[config.mk]
export PLATFORM = sky130hd
export DESIGN_NAME = zpmc_datapath
export DESIGN_NICKNAME = d
export VERILOG_FILES = /design/src/hw/rtl/zpmc_pkg.sv /design/src/hw/rtl/zpmc_datapath.sv
export SDC_FILE = /design/constraint.sdc
export NUM_CORES = 2
export LEC_CHECK = 0
export BUFFER_PORTS_ARGS = -buffer_cell sky130_fd_sc_hd__clkbuf_2
export CAP_MARGIN = 10
export CORE_ASPECT_RATIO = 1.4
export CORE_MARGIN = 2
export CORE_UTILIZATION = 56
export CTS_CLUSTER_DIAMETER = 120
export DETAILED_ROUTE_END_ITERATION = 10
export HOLD_SLACK_MARGIN = 0.15
export PLACE_DENSITY = 0.76
export SYNTH_ARGS = -nofsm -noshare
export SYNTH_HDL_FRONTEND = slang
export SYNTH_SLANG_ARGS = --single-unit
[constraint.sdc]
create_clock -name clk -period 5.27 [get_ports clk]
set_clock_uncertainty 0.15 [all_clocks]
set_input_delay 1.581 -clock clk [delete_from_list [all_inputs] [get_ports clk]]
set_output_delay 1.581 -clock clk [all_outputs]
set_load 0.01 [all_outputs]
[src/hw/rtl/zpmc_pkg.sv]
// ----------------------------------------------------------------------------
// zpmc_pkg
// Shared types and constants of the 3x3 zero-padded mask convolution unit.
// ----------------------------------------------------------------------------
package zpmc_pkg;

    localparam int MAX_WIDTH_DEF  = 1024;
    localparam int PIXEL_BITS     = 8;
    localparam int MASK_SIDE      = 3;
    localparam int COEF_BITS      = 8;
    localparam int PROD_BITS      = PIXEL_BITS + COEF_BITS;
    localparam int SUM_BITS       = 20;
    localparam int SIZE_BITS      = 11;
    localparam int HEIGHT_LIMIT   = 1024;
    localparam int MASK_ROW_BITS  = MASK_SIDE * COEF_BITS;
    localparam int CFG_INDEX_BITS = 3;
    localparam int CFG_DATA_BITS  = 24;
    localparam int IN_TDATA_BITS  = 8;
    localparam int OUT_TDATA_BITS = 24;

    localparam logic [SIZE_BITS-1:0]     WIDTH_RESET       = 11'd1024;
    localparam logic [SIZE_BITS-1:0]     HEIGHT_RESET      = 11'd1024;
    localparam logic [MASK_ROW_BITS-1:0] MASK_TOP_RESET    = 24'h000000;
    localparam logic [MASK_ROW_BITS-1:0] MASK_MIDDLE_RESET = 24'h010000;
    localparam logic [MASK_ROW_BITS-1:0] MASK_BOTTOM_RESET = 24'h000000;

    typedef enum logic [CFG_INDEX_BITS-1:0] {
        CFG_IMAGE_WIDTH  = 3'd0,
        CFG_IMAGE_HEIGHT = 3'd1,
        CFG_MASK_TOP     = 3'd2,
        CFG_MASK_MIDDLE  = 3'd3,
        CFG_MASK_BOTTOM  = 3'd4
    } cfg_reg_t;

    typedef enum logic {
        ACT_PIXEL = 1'b0,
        ACT_FLUSH = 1'b1
    } action_t;

    typedef logic [PIXEL_BITS-1:0]    pixel_t;
    typedef logic [MASK_ROW_BITS-1:0] mask_row_t;
    typedef logic [PROD_BITS-1:0]     prod_t;
    typedef logic [SUM_BITS-1:0]      sum_t;
    typedef logic [SIZE_BITS-1:0]     size_t;

    // per-word control that travels with the line buffer read
    typedef struct packed {
        pixel_t value;
        logic   emit;
        logic   top_off;
        logic   bot_off;
        logic   left_off;
        logic   right_off;
        logic   last;
    } s1_info_t;

endpackage

[src/hw/rtl/zpmc_datapath.sv]
// ----------------------------------------------------------------------------
// zpmc_datapath
// 3x3 window shift register, border masking, nine coefficient multiplies,
// adder tree and output register.
// ----------------------------------------------------------------------------
module zpmc_datapath (
    input  logic                  clk,
    input  logic                  rst_n,
    input  logic                  s1_valid,
    output logic                  s1_ready,
    input  zpmc_pkg::s1_info_t    s1_info,
    input  zpmc_pkg::pixel_t      col_older,
    input  zpmc_pkg::pixel_t      col_newer,
    input  zpmc_pkg::mask_row_t   mask_top,
    input  zpmc_pkg::mask_row_t   mask_middle,
    input  zpmc_pkg::mask_row_t   mask_bottom,
    output logic                  out_valid,
    input  logic                  out_ready,
    output zpmc_pkg::sum_t        out_sum,
    output logic                  out_last
);
    import zpmc_pkg::*;

    pixel_t    win_reg   [MASK_SIDE][MASK_SIDE];
    pixel_t    shifted   [MASK_SIDE][MASK_SIDE];
    pixel_t    px_reg    [MASK_SIDE][MASK_SIDE];
    prod_t     prod_reg  [MASK_SIDE][MASK_SIDE];
    mask_row_t mask_rows [MASK_SIDE];
    sum_t      row_sum   [MASK_SIDE];
    sum_t      total;

    logic v2_reg, v3_reg, v4_reg;
    logic last2_reg, last3_reg, last4_reg;
    sum_t sum_reg;
    logic r3, r4, s1_adv;

    assign r4       = !v4_reg || out_ready;
    assign r3       = !v3_reg || r4;
    assign s1_ready = !v2_reg || r3;
    assign s1_adv   = s1_valid && s1_ready;

    assign mask_rows[0] = mask_top;
    assign mask_rows[1] = mask_middle;
    assign mask_rows[2] = mask_bottom;

    always_comb
    begin
        for (int r = 0; r < MASK_SIDE; r++)
            for (int c = 0; c < MASK_SIDE - 1; c++)
                shifted[r][c] = win_reg[r][c+1];
        shifted[0][MASK_SIDE-1] = col_older;
        shifted[1][MASK_SIDE-1] = col_newer;
        shifted[2][MASK_SIDE-1] = s1_info.value;
    end

    // window clears once the last position of the frame has used it
    always_ff @(posedge clk or negedge rst_n)
    begin
        if (!rst_n)
        begin
            for (int r = 0; r < MASK_SIDE; r++)
                for (int c = 0; c < MASK_SIDE; c++)
                    win_reg[r][c] <= '0;
        end
        else if (s1_adv)
        begin
            for (int r = 0; r < MASK_SIDE; r++)
                for (int c = 0; c < MASK_SIDE; c++)
                    win_reg[r][c] <= (s1_info.emit && s1_info.last) ? '0 : shifted[r][c];
        end
    end

    always_ff @(posedge clk or negedge rst_n)
    begin
        if (!rst_n)
        begin
            v2_reg <= 1'b0;
            v3_reg <= 1'b0;
            v4_reg <= 1'b0;
        end
        else
        begin
            if (s1_ready)
                v2_reg <= s1_valid && s1_info.emit;
            if (r3)
                v3_reg <= v2_reg;
            if (r4)
                v4_reg <= v3_reg;
        end
    end

    // zero padding: neighbors outside the image are dropped
    always_ff @(posedge clk)
    begin
        if (s1_adv && s1_info.emit)
        begin
            last2_reg <= s1_info.last;
            for (int r = 0; r < MASK_SIDE; r++)
                for (int c = 0; c < MASK_SIDE; c++)
                    if ((r == 0 && s1_info.top_off) || (r == MASK_SIDE - 1 && s1_info.bot_off)
                        || (c == 0 && s1_info.left_off)
                        || (c == MASK_SIDE - 1 && s1_info.right_off))
                        px_reg[r][c] <= '0;
                    else
                        px_reg[r][c] <= shifted[r][c];
        end
    end

    always_ff @(posedge clk)
    begin
        if (v2_reg && r3)
        begin
            last3_reg <= last2_reg;
            for (int r = 0; r < MASK_SIDE; r++)
                for (int c = 0; c < MASK_SIDE; c++)
                    prod_reg[r][c] <= PROD_BITS'(px_reg[r][c])
                                      * PROD_BITS'(mask_rows[r][c*COEF_BITS +: COEF_BITS]);
        end
    end

    always_comb
    begin
        total = '0;
        for (int r = 0; r < MASK_SIDE; r++)
        begin
            row_sum[r] = SUM_BITS'(prod_reg[r][0]) + SUM_BITS'(prod_reg[r][1])
                         + SUM_BITS'(prod_reg[r][2]);
            total = total + row_sum[r];
        end
    end

    always_ff @(posedge clk)
    begin
        if (v3_reg && r4)
        begin
            sum_reg   <= total;
            last4_reg <= last3_reg;
        end
    end

    assign out_valid = v4_reg;
    assign out_sum   = sum_reg;
    assign out_last  = last4_reg;

endmodule

## Yosys cells after proc, flatten, opt, wreduce, memory -nomap -nowiden

Memory sizes are Yosys's and may differ from the RTL's.
Index checks and enable logic that the tools add are counted.

- Flip-flop bits (word level): 74
- RAM bits: 216
- Input bits: 106
- Output and inout bits: 23
- Word-level logic and storage cells: 122
- Memories: 2

- $add $sub $neg: 8
- Multipliers: 9
- Multiplexer cells: 66
- Bitwise operators: 8
- Reductions and logical operators: 16

Memory list:

| memory | words | bits a word | read ports | clocked after Yosys merged registers in | wr ports | RTL line | source |
|---|---|---|---|---|---|---|---|
| prod_reg | 3 | 48 | 3 | 0 | 3 | zpmc_datapath.sv:27 | `prod_t prod_reg [MASK_SIDE][MASK_SIDE];` |
| px_reg | 3 | 24 | 3 | 0 | 3 | zpmc_datapath.sv:26 | `pixel_t px_reg [MASK_SIDE][MASK_SIDE];` |

Operators by type and width:

| kind | number |
|---|---|
| multiplier 8 x 8 -> 16 bit | 9 |
| two-way mux 8 bit | 14 |
| adder 17 x 16 -> 18 bit | 3 |
| two-way mux 1 bit | 52 |
| adder 16 x 16 -> 17 bit | 3 |
| adder 19 x 18 -> 20 bit | 1 |
| adder 18 x 18 -> 19 bit | 1 |
| OR 1 bit | 8 |
| logical OR 1 bit | 7 |
| logical AND 1 bit | 6 |
| logical NOT 1 bit | 3 |

## Longest topological paths before layout

- Word-level depth: 9
- Depth in mapped cells: 17
- Mapped depth without buffers: 17

## Least setup slack after synthesis

No wires, ideal clock.

- Path type: input to register
- From: in out_ready
- To: reg last3_reg, enable pin
- Library setup time: 0.522 ns
- Arrival: 5.011 ns
- Required time: 4.598 ns
- Setup slack: -0.412 ns
- Cell stages on the path: 3
- Path buffers: 0
- Path through: nor2b_1 > nand2_1 > and2_1

- Longest elaborated chain between the ends: 3

RTL lines:

| element | RTL line | source |
|---|---|---|
| start: declaration | zpmc_datapath.sv:18 | `input logic out_ready,` |
| logical OR 1 bit | zpmc_datapath.sv:37 | `assign r4 = !v4_reg \|\| out_ready;` |
| logical OR 1 bit | zpmc_datapath.sv:38 | `assign r3 = !v3_reg \|\| r4;` |
| logical AND 1 bit | zpmc_datapath.sv:111 | `if (v2_reg && r3)` |
| end signal: assignment | zpmc_datapath.sv:113 | `last3_reg <= last2_reg;` |
| end: declaration | zpmc_datapath.sv:33 | `logic last2_reg, last3_reg, last4_reg;` |

Every way passes these cells.
A chain may end at the register's enable or synchronous reset.

==> key figures <==
Outcome
  – Status: finished, final reports clean

GRT
  – Grt ovf: 0
  – Largest net degree at the start of global routing: 68
  – Initial antenna violation count: 7
  – First-pass GRT wire length: around 130000 um
  – Vias in the first global route: between 20000 and 25000
  – GRT Total Usage: 27.7%

Pwr
  – NetSw: roughly 0.010 W
  – Seq pwr share: 17.5%
  – Clock power frac: a little over a tenth
  – Worst vdd ir: between 1000 and 1500 uV
  – Net Sw Frac: a little under half
  – Comb pwr share: a little under three quarters
  – Leakage: between 15 and 20 nW
  – Internal Power: ~0.012 W
  – PD cells: 619 nW/um^2

Timing
  – Fin crit share: between 90% and 100%
  – Relative slew margins: a little under two fifths
  – Fmax: 0.195 GHz
  – Min Tclk post-route: a little over 5 ns
  – Worst Tran Pin Value: 0.937 ns
  – Final Hold Viols: 0
  – Slew Limit Fails: 0
  – Final setup viols: 0

Synth
  – Register area share after synthesis: a little over a quarter
  – Cells after Synth: ~3000
  – Post-synth top cells: 642 x inv_1, 510 x and2_1, 434 x fa_1
  – Main synth FF type: edfxtp_1
  – Most numerous cell in the Yosys netlist: inv_1
  – Synth area leader: fa_1
  – Synthesis Warnings: 0
  – Avg Cell Area, Syn: a little over 10 um^2
  – Distinct cell type count after synthesis: 60
  – Net count after synthesis: roughly 4000
  – Area contributors post-synth: fa_1 27%, edfxtp_1 23%, ha_1 14%, and2_1 10%, inv_1 7.6%
  – Fraction of registers with async set/reset: 17.6%
  – Number of flops mapped to enable cells by yosys: ~240
  – Synth top area share: 27.2%
  – Syn Std Cell Area: roughly 32000 um^2
  – Seq cells post-synth: 290

Clock tree
  – Clk buf depth: 3
  – Clk_lat worst skew: approximately 0.54 ns
  – Post-CTS Setup Repair Bufs: 0
  – Clk root buf: clkbuf_16
  – Htree depth: 2
  – Cts bufs inserted: 35
  – CTS tree: yes
  – CTS sink count: 290
  – Clk slew on worst S/H paths: approximately 0.060 ns

Setup path
  – CP max stage cell: fa_1
  – CP peak stage delay: approximately 0.54 ns
  – Reg2Reg Depth: 15
  – Worst Setup End Kind: flip-flop
  – Setup crit start kind: primary input
  – Worst EP required: 5.53 ns
  – CP delay by family, top: adder cells
  – Worst path cell trace: clkbuf_2 > and2_1 > fa_1 > inv_1 > fa_1 > inv_1 > fa_1 > inv_1 > fa_1 > inv_1 > ha_1 > o21ai_1 > a21oi_2 > nand3_1 > nand2_1 > xor2_1 > buf_4
  – WP buf/inv: 6
  – Crit path max fanout: 4
  – WP depth: 17
  – Data arrival time of the critical path: 5.40 ns
  – Setup CP Type: in2reg

Detailed routing
  – Final wirelength: between 70000 and 80000 um
  – Number of remaining DRC errors: 0
  – First DRT Iteration DRCs: ~1200
  – Pre-antenna DRT Iters: 5
  – Post-route ant nets: 0
  – Vias/cell: ~5.3
  – Via count: between 20000 and 25000
  – Drt wl/cell: around 18 um

Floorplan
  – Die Ht: around 290 um
  – Row count: just over 100
  – IO Pins: 129
  – CORE AREA: around 56000 um^2
  – Starting density of the core: a little under three fifths
  – Die X-Extent: between 200 and 250 um
  – Die footprint: 58900 um^2

Place
  – Detail Placement HPWL: roughly 66000 um
  – DP Cell Count: between 4000 and 5000
  – Placed cell area: roughly 35000 um^2
  – Gp weighted congestion: approximately 0.95
  – Input/output buffers: 128

Job
  – Max-Cap Viols: 0

Finish
  – Share of cells above drive strength 1: roughly 14%
  – Post-Layout Cell Count: roughly 4300
  – Area Growth Syn to Fin: 15.0%
  – Finished Core Util: between 60% and 70%
  – Fill count: roughly 4400
  – Layout Nets: 4374
  – Max reg flops: roughly 140
  – Final instance area: roughly 37000 um^2

Min path
  – Hold Crit Class: reg2reg
  – Hold Path Depth: 0
==> power by group through the flow <==
stage / clock, W / combinational, W / sequential [W]
after detailed placement: 0 / 0.0161 / 0.00402
after global placement: 0 / 0.0154 / 0.00400
after floorplan: 0 / 0.0117 / 0.00392
after global routing: 0.00251 / 0.0180 / 0.00399
final: 0.00240 / 0.0163 / 0.00397
after CTS: 0.00242 / 0.0162 / 0.00398
==> area by class of cell <==
class | instances | area, um^2 | area share (%)
Inverter | 642 | 2410 | 6.57
Antenna cell | 2 | 5.00 | 0.0136
Multi-Input combinational cell | 2139 | 21200 | 57.8
Clock buffer | 49 | 991 | 2.70
Tap cell | 735 | 920 | 2.51
Clock inverter | 12 | 131 | 0.358
Timing Repair Buffer | 381 | 2550 | 6.96
Sequential cell | 290 | 8450 | 23.1
==> stage by stage <==
stage / total power [W] / setup slack [ns] / TNS [ns] / hold WS (ns)
finish: 0.0227 / 0.129 / 0 / 0.263
global route: 0.0245 / -0.00450 / -0.00746 / 0.279
CTS: 0.0226 / 0.0820 / 0 / 0.264
detailed placement: 0.0201 / -0.521 / -19.39 / 0.260
global placement: 0.0195 / -0.474 / -15.87 / 0.262
floorplan: 0.0157 / -0.106 / -0.617 / 0.250
==> placed cells by master, fill, tap and decap left out, types with 23 or more instances in the layout <==
cell | synthesis | layout
and2_1 | 510 | 505
inv_1 | 642 | 640
nor2_1 | 62 | 59
xor2_1 | 26 | 26
xnor2_1 | 83 | 83
dfrtp_1 | 51 | 51
a21oi_1 | 79 | 73
edfxtp_1 | 239 | 239
fa_1 | 434 | 433
ha_1 | 345 | 335
a21o_1 | 29 | 29
nor2b_1 | 23 | 23
clkbuf_16 | 0 | 37
clkbuf_2 | 0 | 128
o21ai_0 | 101 | 92
buf_4 | 0 | 252
nand2_1 | 283 | 282
==> logic make-up after synthesis <==
group	after synthesis	share of synthesized area (%)
XOR/XNOR	109	2.99
AND/OR/NAND/NOR	937	15.6
buffers and inverters	661	7.83
adder cells (fa/ha/maj)	779	40.8
flip-flops	290	26.5
AO/OA/AOI/OAI	314	6.27
==> worst reg2reg max path, delay by kind of cell, from the launching register on <==
kind / cells / cell delay [ns]
simple gates: 1 / 0.14
flops: 1 / 0.40
compound gates: 5 / 1.12
buf+inv: 3 / 0.22
fa+ha+maj: 6 / 2.80
==> worst paths after layout <==
kind	to	startpoint	slack, ns
min	last3_reg	last2_reg	0.26
min in group asynchronous	v3_reg	rst_n	0.80
max in group asynchronous	shifted[17]	rst_n	3.32
max reg2reg	out_sum[16]	prod_reg[0][2]	0.20
max	prod_reg[1][43]	mask_middle[2]	0.13
min reg2reg	last3_reg	last2_reg	0.26
==> layer usage <==
metal  track usage [%]  vias up  part of all wire (%)
li1                  -    10534                     -
met5                 0        -                 0.076
met2              52.3      547                    54
met3              3.86      217                   4.1
met4              14.6       10                   6.2
met1              29.5    11276                    35
==> what timing repair did <==
action	4_1_cts	5_1_grt
endpoints found under the setup margin	1	14
pin swaps	0	3
hold buffers	0	0
gates resized for setup	1	14
Power figures use the tool's default switching activity.
