===== src/hw/rtl/zpmc_pkg.sv =====
// ----------------------------------------------------------------------------
// zpmc_pkg
// Shared types and constants of the 3x3 zero-padded mask convolution unit.
// ----------------------------------------------------------------------------
package zpmc_pkg;

    localparam int MAX_WIDTH_DEF  = 1024;
    localparam int PIXEL_BITS     = 8;
    localparam int MASK_SIDE      = 3;
    localparam int COEF_BITS      = 8;
    localparam int PROD_BITS      = PIXEL_BITS + COEF_BITS;
    localparam int SUM_BITS       = 20;
    localparam int SIZE_BITS      = 11;
    localparam int HEIGHT_LIMIT   = 1024;
    localparam int MASK_ROW_BITS  = MASK_SIDE * COEF_BITS;
    localparam int CFG_INDEX_BITS = 3;
    localparam int CFG_DATA_BITS  = 24;
    localparam int IN_TDATA_BITS  = 8;
    localparam int OUT_TDATA_BITS = 24;

    localparam logic [SIZE_BITS-1:0]     WIDTH_RESET       = 11'd1024;
    localparam logic [SIZE_BITS-1:0]     HEIGHT_RESET      = 11'd1024;
    localparam logic [MASK_ROW_BITS-1:0] MASK_TOP_RESET    = 24'h000000;
    localparam logic [MASK_ROW_BITS-1:0] MASK_MIDDLE_RESET = 24'h010000;
    localparam logic [MASK_ROW_BITS-1:0] MASK_BOTTOM_RESET = 24'h000000;

    typedef enum logic [CFG_INDEX_BITS-1:0] {
        CFG_IMAGE_WIDTH  = 3'd0,
        CFG_IMAGE_HEIGHT = 3'd1,
        CFG_MASK_TOP     = 3'd2,
        CFG_MASK_MIDDLE  = 3'd3,
        CFG_MASK_BOTTOM  = 3'd4
    } cfg_reg_t;

    typedef enum logic {
        ACT_PIXEL = 1'b0,
        ACT_FLUSH = 1'b1
    } action_t;

    typedef logic [PIXEL_BITS-1:0]    pixel_t;
    typedef logic [MASK_ROW_BITS-1:0] mask_row_t;
    typedef logic [PROD_BITS-1:0]     prod_t;
    typedef logic [SUM_BITS-1:0]      sum_t;
    typedef logic [SIZE_BITS-1:0]     size_t;

    // per-word control that travels with the line buffer read
    typedef struct packed {
        pixel_t value;
        logic   emit;
        logic   top_off;
        logic   bot_off;
        logic   left_off;
        logic   right_off;
        logic   last;
    } s1_info_t;

endpackage


===== src/hw/rtl/zpmc_ctrl.sv =====
// ----------------------------------------------------------------------------
// zpmc_ctrl
// Input/output position counters, border flags and frame restart; issues the
// line buffer read for each accepted word.
// ----------------------------------------------------------------------------
module zpmc_ctrl #(
    parameter int MAX_WIDTH = zpmc_pkg::MAX_WIDTH_DEF,
    localparam int COL_BITS = $clog2(MAX_WIDTH)
) (
    input  logic                     clk,
    input  logic                     rst_n,
    input  zpmc_pkg::size_t          width_cfg,
    input  zpmc_pkg::size_t          height_cfg,
    input  logic                     in_valid,
    output logic                     in_ready,
    input  logic                     action,
    input  zpmc_pkg::pixel_t         pixel,
    input  logic                     s1_ready,
    output logic                     rd_en,
    output logic [COL_BITS-1:0]      rd_addr,
    output logic                     s1_valid,
    output logic [COL_BITS-1:0]      s1_x,
    output zpmc_pkg::s1_info_t       s1_info
);
    import zpmc_pkg::*;

    localparam int WBITS = $clog2(MAX_WIDTH + 1);

    logic [WBITS-1:0]     w_eff;
    size_t                h_eff;

    logic [COL_BITS-1:0]  in_col_reg, in_col_next;
    size_t                in_row_reg, in_row_next;
    logic [COL_BITS-1:0]  out_col_reg, out_col_next;
    size_t                out_row_reg, out_row_next;
    logic                 frame_done_reg, frame_done_next;
    logic                 s1_valid_reg, s1_valid_next;
    logic [COL_BITS-1:0]  s1_x_reg;
    s1_info_t             s1_info_reg, s1_info_next;

    logic [WBITS:0]       in_col_plus, out_col_plus;
    logic                 in_wrap, out_wrap;
    size_t                row_after;
    logic [SIZE_BITS:0]   out_row_plus;
    logic                 active;

    always_comb
    begin
        if (width_cfg == '0)
            w_eff = WBITS'(1);
        else if (32'(width_cfg) > MAX_WIDTH)
            w_eff = WBITS'(MAX_WIDTH);
        else
            w_eff = WBITS'(width_cfg);

        if (height_cfg == '0)
            h_eff = SIZE_BITS'(1);
        else if (32'(height_cfg) > HEIGHT_LIMIT)
            h_eff = SIZE_BITS'(HEIGHT_LIMIT);
        else
            h_eff = height_cfg;
    end

    assign in_col_plus  = (WBITS+1)'(in_col_reg) + (WBITS+1)'(1);
    assign in_wrap      = in_col_plus >= (WBITS+1)'(w_eff);
    assign row_after    = in_wrap ? in_row_reg + SIZE_BITS'(1) : in_row_reg;
    assign out_col_plus = (WBITS+1)'(out_col_reg) + (WBITS+1)'(1);
    assign out_wrap     = out_col_plus >= (WBITS+1)'(w_eff);
    assign out_row_plus = (SIZE_BITS+1)'(out_row_reg) + (SIZE_BITS+1)'(1);

    // after the last pixel every word is a flush, whatever it says
    assign active   = frame_done_reg || (action_t'(action) == ACT_PIXEL);
    assign in_ready = !s1_valid_reg || s1_ready;
    assign rd_en    = in_valid && in_ready && active;
    assign rd_addr  = in_col_reg;

    always_comb
    begin
        in_col_next     = in_col_reg;
        in_row_next     = in_row_reg;
        out_col_next    = out_col_reg;
        out_row_next    = out_row_reg;
        frame_done_next = frame_done_reg;

        s1_info_next.value     = frame_done_reg ? '0 : pixel;
        // no output until the window center is one row and one pixel back
        s1_info_next.emit      = !(((in_row_reg == '0)
                                     && ((WBITS+1)'(in_col_reg) <= (WBITS+1)'(w_eff)))
                                   || ((in_row_reg == SIZE_BITS'(1)) && (in_col_reg == '0)));
        s1_info_next.top_off   = out_row_reg == '0;
        s1_info_next.bot_off   = out_row_plus >= (SIZE_BITS+1)'(h_eff);
        s1_info_next.left_off  = out_col_reg == '0;
        s1_info_next.right_off = out_wrap;
        s1_info_next.last      = (out_row_reg >= h_eff)
                                 || ((out_row_plus == (SIZE_BITS+1)'(h_eff)) && out_wrap);

        if (rd_en)
        begin
            in_col_next     = in_wrap ? '0 : COL_BITS'(in_col_plus);
            in_row_next     = row_after;
            frame_done_next = row_after >= h_eff;
            if (s1_info_next.emit)
            begin
                out_col_next = out_wrap ? '0 : COL_BITS'(out_col_plus);
                out_row_next = out_wrap ? out_row_reg + SIZE_BITS'(1) : out_row_reg;
                if (s1_info_next.last)
                begin
                    in_col_next     = '0;
                    in_row_next     = '0;
                    out_col_next    = '0;
                    out_row_next    = '0;
                    frame_done_next = 1'b0;
                end
            end
        end

        if (rd_en)
            s1_valid_next = 1'b1;
        else if (s1_ready)
            s1_valid_next = 1'b0;
        else
            s1_valid_next = s1_valid_reg;
    end

    always_ff @(posedge clk or negedge rst_n)
    begin
        if (!rst_n)
        begin
            in_col_reg     <= '0;
            in_row_reg     <= '0;
            out_col_reg    <= '0;
            out_row_reg    <= '0;
            frame_done_reg <= 1'b0;
            s1_valid_reg   <= 1'b0;
        end
        else
        begin
            in_col_reg     <= in_col_next;
            in_row_reg     <= in_row_next;
            out_col_reg    <= out_col_next;
            out_row_reg    <= out_row_next;
            frame_done_reg <= frame_done_next;
            s1_valid_reg   <= s1_valid_next;
        end
    end

    always_ff @(posedge clk)
    begin
        if (rd_en)
        begin
            s1_info_reg <= s1_info_next;
            s1_x_reg    <= in_col_reg;
        end
    end

    assign s1_valid = s1_valid_reg;
    assign s1_x     = s1_x_reg;
    assign s1_info  = s1_info_reg;

endmodule


===== config.mk =====
export PLATFORM = sky130hd
export DESIGN_NAME = zpmc_ctrl
export DESIGN_NICKNAME = d
export VERILOG_FILES = /design/src/hw/rtl/zpmc_pkg.sv /design/src/hw/rtl/zpmc_ctrl.sv
export SDC_FILE = /design/constraint.sdc
export NUM_CORES = 1
export LEC_CHECK = 0
export BUFFER_PORTS_ARGS = -buffer_cell sky130_fd_sc_hd__buf_2
export CORE_AREA = 2 2 96 98
export CTS_BUF_LIST = sky130_fd_sc_hd__clkbuf_4 sky130_fd_sc_hd__clkbuf_8
export CTS_CLUSTER_DIAMETER = 50
export DETAILED_ROUTE_END_ITERATION = 6
export DIE_AREA = 0 0 98 100
export GPL_TIMING_DRIVEN = 1
export PLACE_DENSITY_LB_ADDON = 0.3
export SYNTH_ARGS = -nofsm -noshare
export SYNTH_HDL_FRONTEND = slang
export SYNTH_SLANG_ARGS = --single-unit

===== constraint.sdc =====
create_clock -name clk -period 4.8 [get_ports clk]
set_input_delay 0.48 -clock clk [delete_from_list [all_inputs] [get_ports clk]]
set_output_delay 0.48 -clock clk [all_outputs]
set_load 0.1 [all_outputs]

# Yosys cells after proc, flatten, opt, wreduce, memory -nomap -nowiden
# Index checks and enable logic that the tools add are counted.
[op_classes] add_sub_neg=5 order_cmp=8 n_eq_ne=2 mux=18 n_bitwise=2 reduce_logical=21
[ops] operator="2-to-1 mux 11 bit" n=9
[ops] operator="2-to-1 mux 10 bit" n=5
[ops] operator=">= comparator 11 bit" n=4
[ops] operator="zero test 11 bit" n=4
[ops] operator="adder 10 x 1 -> 11 bit (second input constant)" n=2
[ops] operator="adder 11 x 1 -> 11 bit (second input constant)" n=2
[ops] operator="greater-than comparator 11 bit (second input constant)" n=2
[ops] operator="zero test 10 bit" n=2
[ops] operator="adder 11 x 1 -> 12 bit (second input constant)" n=1
[ops] operator="equality test 12 x 11 -> 1 bit" n=1
[ops] operator=">= comparator 12 x 11 -> 1 bit" n=1
[ops] operator="equality test 11 x 1 -> 1 bit (second input constant)" n=1
[ops] operator="less-or-equal comparator 10 x 11 -> 1 bit" n=1
[ops] operator="logical AND 1 bit" n=5
[ops] operator="logical OR 1 bit" n=4
[ops] operator="2-to-1 mux 1 bit" n=4
[ops] operator="nonzero test 2 bit" n=2
[ops] operator="AND reduction 3 bit" n=1
[ops] operator="zero test 1 bit" n=2
[ops] operator="NOT 1 bit" n=2
[ops] operator="AND reduction 2 bit" n=1
[totals] reg_bits=68 input_bits=35

# Depth between registers and ports, before layout
# Gate-level depths: netlist of run 1.
[depth] depth_word=8 mapped_depth=20 mapped_depth_nobuf=20

# Worst setup path before layout of run 1
# No wires, ideal clock.
[synth_path] kind="register to register" from="register in_col_reg[0] (netlist: rd_addr[0])" to="register frame_done_reg" setup_time_ns=0.135 arrival_ns=4.490 required_ns=4.665 path_slack_ns=0.175 stages_incl_launch_ff=21 period_less_slack_ns=4.625 cell_sequence="dfrtp_1 > ha_1 > nand3_1 > nor2_1 > and3_1 > xor2_1 > ha_1 > a21oi_1 > o21ai_0 > a21o_1 > a31oi_1 > clkbuf_1 > buf_2 > xnor2_1 > ha_1 > nand2b_1 > a21o_1 > a21oi_1 > o211ai_1 > a21oi_1 > o21ai_0"
[synth_via] elab_chain_cells=6 elab_cells_between_ends=11 cone_classes="add/sub (1); order compare (3); mux (3); reduce/logical (4)"
[synth_lines] element="start: declaration" line_no="zpmc_ctrl.sv:32" rtl="logic [COL_BITS-1:0] in_col_reg, in_col_next;"
[synth_lines] element="start signal: assignment" line_no="zpmc_ctrl.sv:138" rtl="in_col_reg <= in_col_next;"
[synth_lines] element="adder 10 x 1 -> 11 bit" line_no="zpmc_ctrl.sv:64" rtl="assign in_col_plus = (WBITS+1)'(in_col_reg) + (WBITS+1)'(1);"
[synth_lines] element=">= comparator 11 bit" line_no="zpmc_ctrl.sv:65" rtl="assign in_wrap = in_col_plus >= (WBITS+1)'(w_eff);"
[synth_lines] element="2-to-1 mux 11 bit" line_no="zpmc_ctrl.sv:66" rtl="assign row_after = in_wrap ? in_row_reg + SIZE_BITS'(1) : in_row_reg;"
[synth_lines] element=">= comparator 11 bit" line_no="zpmc_ctrl.sv:101" rtl="frame_done_next = row_after >= h_eff;"
[synth_lines] element="2-to-1 mux 1 bit" line_no="zpmc_ctrl.sv:106" rtl="if (s1_info_next.last)"
[synth_lines] element="2-to-1 mux 1 bit *" line_no="zpmc_ctrl.sv:102" rtl="if (s1_info_next.emit)"
[synth_lines] element="end signal: assignment" line_no="zpmc_ctrl.sv:142" rtl="frame_done_reg <= frame_done_next;"
[synth_lines] element="end: declaration" line_no="zpmc_ctrl.sv:36" rtl="logic frame_done_reg, frame_done_next;"
# Mark *: on every way between the ends. The rest lies on a longest branch, timed or not.
# A chain may end at the register's enable or synchronous reset.

# Worst setup path after layout of run 1
# Ends and elaborated chain as after synthesis.

==> results.txt, run 1 <==
The H-tree was split into 3 levels. In this run the critical register-to-register path is captured at frame_done_reg$_DFFE_PN0P_. TritonCTS built the clock tree. The flip-flop count of the largest register after layout came out at 14. The share of total power in the clock network came out at 0.215. By startpoint and endpoint, the worst setup path is classified as flip-flop to flip-flop. The antenna diode instance count is 0. The number of design rule violations left after detail routing came out at 8. The final count of hold timing violations came out at 0. Of all nets on the critical path, the largest fanout is 14. The initial standard-cell utilization of the core is 0.573. The floorplan step defined a die boundary enclosing between 9000 and 10000 sq um. The net count of the mapped netlist came out at ~660.

The number of standard cells in the layout, taps in and fillers out came out at ~740. ha_1 is the most common cell in the netlist. The share of total power in combinational logic came out at 0.443. The leakage power figure came out at approximately 2.7 nW.

Summing over every cut layer, the via total after detailed routing is 4497. The final total negative setup slack came out at 0 ps. The number of violations reported at the end of detailed-routing iteration 0 is ~210. The number of buffers added for setup after CTS is 0. Setup repair after global routing left no endpoint under its margin.

The overall die height is ~100 um. The net switching share of the total power is 0.452. After clock tree synthesis, the clock-pin slew on the worst setup and hold paths is 90 ps.

Across the run, the number of max-cap violations was 0. The largest net degree at the start of global routing is between 40 and 50. The placed instance area is 5550 sq um. The post-synthesis to final-layout area growth is 13.2%. The worst pin sits at a relative slew slack of 0.333.

Internal power comes to between 1 and 1.5 mW. The average routed wire per standard cell is 16.7 um. The number of buffers inserted by port buffering is between 70 and 80. The final number of max-transition violations is 0.

The final setup skew came out at about 17 ps. The worst reg-to-reg path cell count came out at 19. The average size of a mapped cell came out at 9.25 sq um. Data arrives at the worst endpoint at 4420 ps. The cell sitting at the root of the clock tree is a clkbuf_8. The area of all placed cells without fillers came out at about 5800 sq um. The worst setup path is captured at a flip-flop. The I/O pin total is ~70. The slew of the pin with the lowest slew margin is 1000 ps.

The via density per instance is 6.10. In the finished design, the share of the clock period the worst path needs comes to 0.871. The fmax is ~0.24 GHz. For the worst-skew pair, the clock arrives at the later sink with an insertion delay of around 360 ps. The total wirelength of the detailed-routed design came out at around 12 mm. The switching component of the power came out at roughly 1.1 mW.

The clock period minus worst slack is about 4200 ps. The run finished, with violations left. By count the netlist is led by ha_1 (74), nand2_1 (70), dfrtp_1 (44). The part of the power in registers came out at 0.342.

The remaining antenna violation count after routing is 0. Of the synthesized area, sequential elements account for 0.358. The startpoint of the worst-slack reg-to-reg timing path is rd_addr[0]$_DFFE_PN0P_.

The share of synthesized area in the top cell type comes to 0.216. The iteration count of the initial detailed-routing pass came out at 7. The total number of nets in the final design came out at 730. The count of flip-flops with a built-in enable after synthesis came out at 24. The total of endpoints with negative setup slack in the final report is 0. The number of clock sinks seen by CTS is 68. The routability-driven placement congestion ratio came out at approximately 0.95. The gate count after technology mapping is 550. The number of gates resized after CTS was 0. The checks that failed: design-rule violations. Counting flops and latches in the post-synthesis netlist gives slightly below 70.

The total track usage is 0.260. The share of the core filled with cells is 0.648. The total clock buffers created by CTS came out at 9.

The via count of the first global-routing pass came out at between 4000 and 5000. The number of buffers on the longest clock path came out at 2. The number of distinct library cells after synthesis came out at between 50 and 60. The share of synthesized flip-flops with an asynchronous set or reset came out at 0.647. The predominant post-synthesis flop cell is dfrtp_1. The area inside the core boundary came out at ~9000 sq um.

The number of instances in the placed design came out at a little over 700. The yosys synthesis warning count is 0. The overall overflow remaining after global route is 0.

IR analysis of the VDD net gives a maximum drop of 0.216 mV. The x dimension of the die came out at between 90 and 100 um. The share of cells above drive strength 1 is 0.161. The number of hold buffers added after CTS was 0. The number of standard-cell rows in the floorplan is 35.

The endpoint required time on the critical path is 5040 ps. The first-pass GRT wire length came out at between 20 and 25 mm. The cell type with the largest total area after synthesis is dfrtp_1.

The post-synth design cell area is a little over 5000 sq um. The worst setup path is launched from a flip-flop. The number of antenna violations at the first check in global routing is 0. The internal reg-to-reg setup slack came out at 620 ps.

The placed wire-length estimate came out at between 9 and 10 mm. The power per unit of standard cell area is around 420 nW/um^2. The min-delay analysis places its worst path in the category input pin to asynchronous set/reset pin. Ranked by total cell area, the synthesized netlist is headed by dfrtp_1 (22%), ha_1 (18%), edfxtp_1 (14%).
critical path, cell delays in order, from the launching register on:
cell	delay, ps
dfrtp_1	490
ha_1	230
nand3_1	110
nor2_1	190
and3_1	250
xor2_1	180
ha_1	270
a21oi_1	170
o21ai_0	120
a21o_1	170
a31oi_2	490
or2_2	280
nor2_1	70
xor2_1	150
ha_1	320
nor2b_1	130
o21ai_0	140
o211ai_1	100
a21oi_1	130
o21ai_0	90
cell families after synthesis:
| logic type | share of synthesized area |
|---|---|
| adder cells (fa/ha/maj) | 0.182 |
| XOR/XNOR | 0.0619 |
| flip-flops | 0.358 |
| buffers and inverters | 0.0327 |
| AO/OA/AOI/OAI | 0.148 |
| AND/OR/NAND/NOR | 0.218 |
power groups by stage:
| stage | sequential [mW] | combinational, mW | clock (mW) |
|---|---|---|---|
| after floorplan | 1.07 | 0.583 | 0 |
| after global placement | 0.834 | 1.03 | 0 |
| after global routing | 0.854 | 1.19 | 0.552 |
| final | 0.833 | 1.08 | 0.522 |
| after detailed placement | 0.841 | 1.07 | 0 |
| after CTS | 0.831 | 1.08 | 0.533 |
layout by cell type (no fill, tap or decap), drive strengths merged, types with 4 or more instances in the layout:
cell type / Yosys / routed
a21o: 10 / 10
a21oi: 24 / 24
a31oi: 7 / 7
a32o: 6 / 6
and3: 9 / 9
buf: 8 / 75
clkbuf: 7 / 9
clkinv: 2 / 5
dfrtp: 44 / 44
edfxtp: 24 / 24
ha: 74 / 74
inv: 23 / 23
nand2: 70 / 70
nand2b: 12 / 12
nand3: 29 / 29
nand4: 8 / 8
nand4b: 5 / 5
nor2: 29 / 29
nor2b: 11 / 11
nor3: 10 / 10
nor4: 16 / 16
o21ai: 40 / 40
o22ai: 4 / 4
xnor2: 22 / 22
xor2: 14 / 14
cell type report:
| class | instances | area (sq um) |
|---|---|---|
| Clock buffer | 9 | 124 |
| Clock inverter | 7 | 91.3 |
| Fill cell | 737 | 3130 |
| Inverter | 25 | 93.8 |
| Multi-Input combinational cell | 442 | 3110 |
| Sequential cell | 68 | 1820 |
| Tap cell | 111 | 139 |
| Timing Repair Buffer | 75 | 385 |
per-stage QoR:
stage          hold slack (ps)  power (mW)  setup slack [ps]
2_1_floorplan              184        1.65               175
3_3_place_gp               496        1.86               843
3_5_place_dp               513        1.91               710
4_1_cts                    312        2.44               679
5_1_grt                    365        2.60               227
6_report                   288        2.43               620
per-layer routing:
metal	wire, um	vias to the layer above	global-route usage
met5	0	-	0
met4	328	0	0.114
met3	734	35	0.0327
met2	6030	188	0.446
met1	5220	2117	0.332
li1	-	2157	-
worst max-delay path by stage:
stage	end	from	cells past startpoint	slack, ps
final	frame_done_reg$_DFFE_PN0P_	rd_addr[0]$_DFFE_PN0P_	19	620
after global routing	frame_done_reg$_DFFE_PN0P_	rd_addr[0]$_DFFE_PN0P_	19	230
after CTS	frame_done_reg$_DFFE_PN0P_	rd_addr[4]$_DFFE_PN0P_	19	680
after detailed placement	frame_done_reg$_DFFE_PN0P_	rd_addr[4]$_DFFE_PN0P_	19	710
after global placement	frame_done_reg$_DFFE_PN0P_	rd_addr[4]$_DFFE_PN0P_	19	840
after floorplan	frame_done_reg$_DFFE_PN0P_	rd_addr[0]$_DFFE_PN0P_	20	170
Note: power is estimated with default switching activity, not from simulation.
==> inputs of run 2 (changes only) <==
Settings changed: CORE_AREA 2 2 96 98 to 2 2 116 118, DIE_AREA 0 0 98 100 to 0 0 118 120, SETUP_SLACK_MARGIN from default to 0.3.
==> run 2 against run 1 <==
  * The run now ends clean
  * First-iteration DRC count grew 37%
  * Sequential cell count is the same
  * Die area grew 44%
  * Worst hold slack gained 15 ps
  * Largest power group unchanged
==> results.txt, run 2 (synthesis results as in run 1) <==
On the critical path the largest part of the delay comes from simple AND/OR/NAND/NOR gates. The clock insertion delay at the later pin of the skew report is 350 ps (about the same). The remaining antenna violation count after routing came out at 0 (unchanged).

The antenna diode instance count came to 0 (unchanged). The total wirelength of the detailed-routed design came out at 12.1 mm (-2.0%). The met2 track utilization from global routing came out at 0.301 (-0.145). The TritonCTS clock tree is built.

The biggest cell delay along the critical path is 470 ps (-20 ps). The largest net degree at the start of global routing came out at 45 (unchanged). The run finished with clean final reports. The via density per instance came out at 5.40 (-11%). The post-synthesis to final-layout area growth came out at 14.7%. The number of clock sinks seen by CTS came to 68 (unchanged). The final count of hold timing violations came out at 0 (unchanged). The worst register-to-register path begins at rd_addr[0]$_DFFE_PN0P_. The number of antenna violations at the first check in global routing is 0 (unchanged).

The number of violations reported at the end of detailed-routing iteration 0 was 292 (+37%). The number of maximum-capacitance violations is 0 (unchanged). Walking the worst path, the cells encountered are ha_1 -> nand3_1 -> nor2_1 -> and3_1 -> and3_1 -> ha_1 -> nand2_1 -> nor2_1 -> a21o_1 -> a31oi_2 -> buf_4 -> nor3b_1 -> nand2_1 -> xnor2_1 -> ha_1 -> a21oi_1 -> nor2b_1 -> o21ai_0 -> o211ai_1 -> a21oi_1 -> o21ai_0.

The slew of the pin with the lowest slew margin is 1030 ps (+26.6 ps). The number of design rule violations left after detail routing came out at 0 (-8). The routability-driven placement congestion ratio came out at 0.897 (-5.9%).

The cell chosen for the clock root is clkbuf_8. The total die area came out at 14200 sq um (+44%). The sum of buffers and inverters on the critical path was 1 (+1). In the layout the commonest cells are ha_1 (74), buf_2 (71), nand2_1 (70), dfrtp_1 (41), o21ai_0 (36).

The number of buffers added for setup after CTS is 0 (unchanged). The share of cells above drive strength 1 came out at 0.167 (+0.00612). The x dimension of the die came out at 118 um (+20%).

The sequential standard cell area is 1830 sq um (+0.21%). The biggest fanout along the worst timing path came to 14 (unchanged). The initial standard-cell utilization of the core came to 0.392 (-0.180). The critical path is of the flip-flop to flip-flop type. The most common cell after layout, fill and taps aside is ha_1. The final setup skew came out at 9.77 ps (-7.18 ps). The leakage power figure came to 2.68 nW (about the same). The first-pass GRT wire length came to 20.1 mm (-2.5%). The total track usage came out at 0.175 (-0.0844).

The total of endpoints with negative setup slack in the final report is 0 (unchanged). The area inside the core boundary is 13000 sq um (+46%). The number of standard-cell rows in the floorplan was 42 (+20%).

The cell with the largest stage delay on the worst path is dfrtp_2. The via count of the first global-routing pass came to 4250 (-1.8%). The most used cell along the critical path is ha_1. The number of hold-repair buffers added at the cts stage is 0 (unchanged).

The final total negative setup slack came to 0 ps (unchanged). The average routed wire per standard cell came out at 15.0 um (-10%). The total clock buffers created by CTS is 9 (unchanged). The number of instances in the placed design was 787 (+9.2%). The post-route fraction of the period consumed by the critical path is 0.819 (-0.0515).

The final number of max-transition violations came to 0 (unchanged). The overall overflow remaining after global route is 0 (unchanged). The met1 capacity usage during global routing came out at 0.219 (-0.113). The worst slew margin relative to its limit is 0.315 (-0.0177).

The number of standard cells in the layout, taps in and fillers out is 803 (+9.0%). STA classifies the critical path startpoint as a flip-flop. The layer flagged by global routing as most heavily used is met2. The number of buffers inserted by port buffering is 71 (unchanged). The number of buffers on the longest clock path came out at 2 (unchanged). The count of H-tree levels built during CTS came out at 3 (unchanged). The count of fill cells added during filler insertion is 1259 (+71%). The maximum vdd ir drop is 0.198 mV (-8.2%).

The worst reg-to-reg path cell count is 21 (+2). The flip-flop count of the largest register after layout came out at 14 (unchanged). The via total after detailed routing came out at 4340 (-3.5%).

The placed wire-length estimate is 9.22 mm (-0.78%). The clock slew seen by the registers of the worst setup and hold paths is 70 ps (-20 ps). The overall die height came to 120 um (+20%). The global-route met3 utilization came out at 0.0333 (+0.000540). The fmax is 0.254 GHz (+6.3%). The iteration count of the initial detailed-routing pass was 4 (-3).

The total number of nets in the final design is 731 (+0.14%). Setup repair after global routing left no endpoint under its margin. The post-cts resize count came to 0 (unchanged). The worst register-to-register path ends at frame_done_reg$_DFFE_PN0P_.

The area of the multi-input gates came out at 3110 sq um (unchanged). The endpoint required time on the critical path is 5030 ps (about the same). The power per unit of standard cell area is 410 nW/um^2 (-2.8%). The min-delay analysis places its worst path in the category input pin to asynchronous set/reset pin.

The internal reg-to-reg setup slack is 870 ps (+250 ps). The clock period minus worst slack came out at 3930 ps (-247 ps). The worst setup path is captured at a flip-flop. The I/O pin total is 72 (unchanged). The worst path arrival time was 4170 ps (-250 ps).
run 2: cell count changes in the layout (fill, tap and decap cells not counted), moves of 2 or more:
cell,previous run,this run
clkbuf_4,0,3
clkinvlp_4,2,0
dfrtp_2,0,3
dfrtp_1,44,41
run 2: metal layers:
metal	vias to the layer above	wire [um]	share of wire
li1	2158	-	-
met1	2061	5490	0.45
met2	94	5810	0.48
met3	27	443	0.037
met4	0	319	0.026
met5	-	0	0
run 2: final cells by class:
type / count / share of cell area
Timing Repair Buffer: 76 / 0.0673
Clock buffer: 13 / 0.0274
Inverter: 25 / 0.0161
Clock inverter: 3 / 0.00643
Sequential cell: 68 / 0.313
Tap cell: 176 / 0.0377
Multi-Input combinational cell: 442 / 0.532
run 2: worst max path at each step:
stage / startpoint / end / slack (ps) / depth (start not counted)
global placement: width_cfg[0] / frame_done_reg$_DFFE_PN0P_ / 1010 / 20
global route: rd_addr[0]$_DFFE_PN0P_ / frame_done_reg$_DFFE_PN0P_ / 490 / 21
detailed placement: width_cfg[6] / frame_done_reg$_DFFE_PN0P_ / 900 / 20
floorplan: rd_addr[2]$_DFFE_PN0P_ / frame_done_reg$_DFFE_PN0P_ / 330 / 19
finish: rd_addr[0]$_DFFE_PN0P_ / frame_done_reg$_DFFE_PN0P_ / 870 / 21
CTS: rd_addr[0]$_DFFE_PN0P_ / frame_done_reg$_DFFE_PN0P_ / 890 / 21
run 2: power breakdown:
group / total, mW / internal [mW] / switching, mW
registers: 0.833 / 0.702 / 0.131
logic: 1.08 / 0.345 / 0.734
clock network: 0.484 / 0.269 / 0.215
run 2: stage by stage:
stage | cell area [sq um] | setup WS (ps) | hold WS (ps) | total power [mW] | utilization
final | 5840 | 868 | 303 | 2.40 | 0.450
after global placement | 5640 | 1010 | 499 | 1.89 | 0.435
after global routing | 5840 | 489 | 389 | 2.56 | 0.450
after CTS | 5840 | 891 | 351 | 2.41 | 0.450
after floorplan | 5090 | 331 | 184 | 1.66 | -
after detailed placement | 5640 | 899 | 507 | 1.92 | 0.435
run 2: worst register-to-register path: cells and delay by family (launching register included):
| kind | cells | cell delay [ps] |
|---|---|---|
| adder cells (fa/ha/maj) | 3 | 840 |
| flip-flops | 1 | 470 |
| AO/OA/AOI/OAI | 7 | 790 |
| AND/OR/NAND/NOR | 9 | 1390 |
| XOR/XNOR | 1 | 140 |
| buffers and inverters | 1 | 190 |
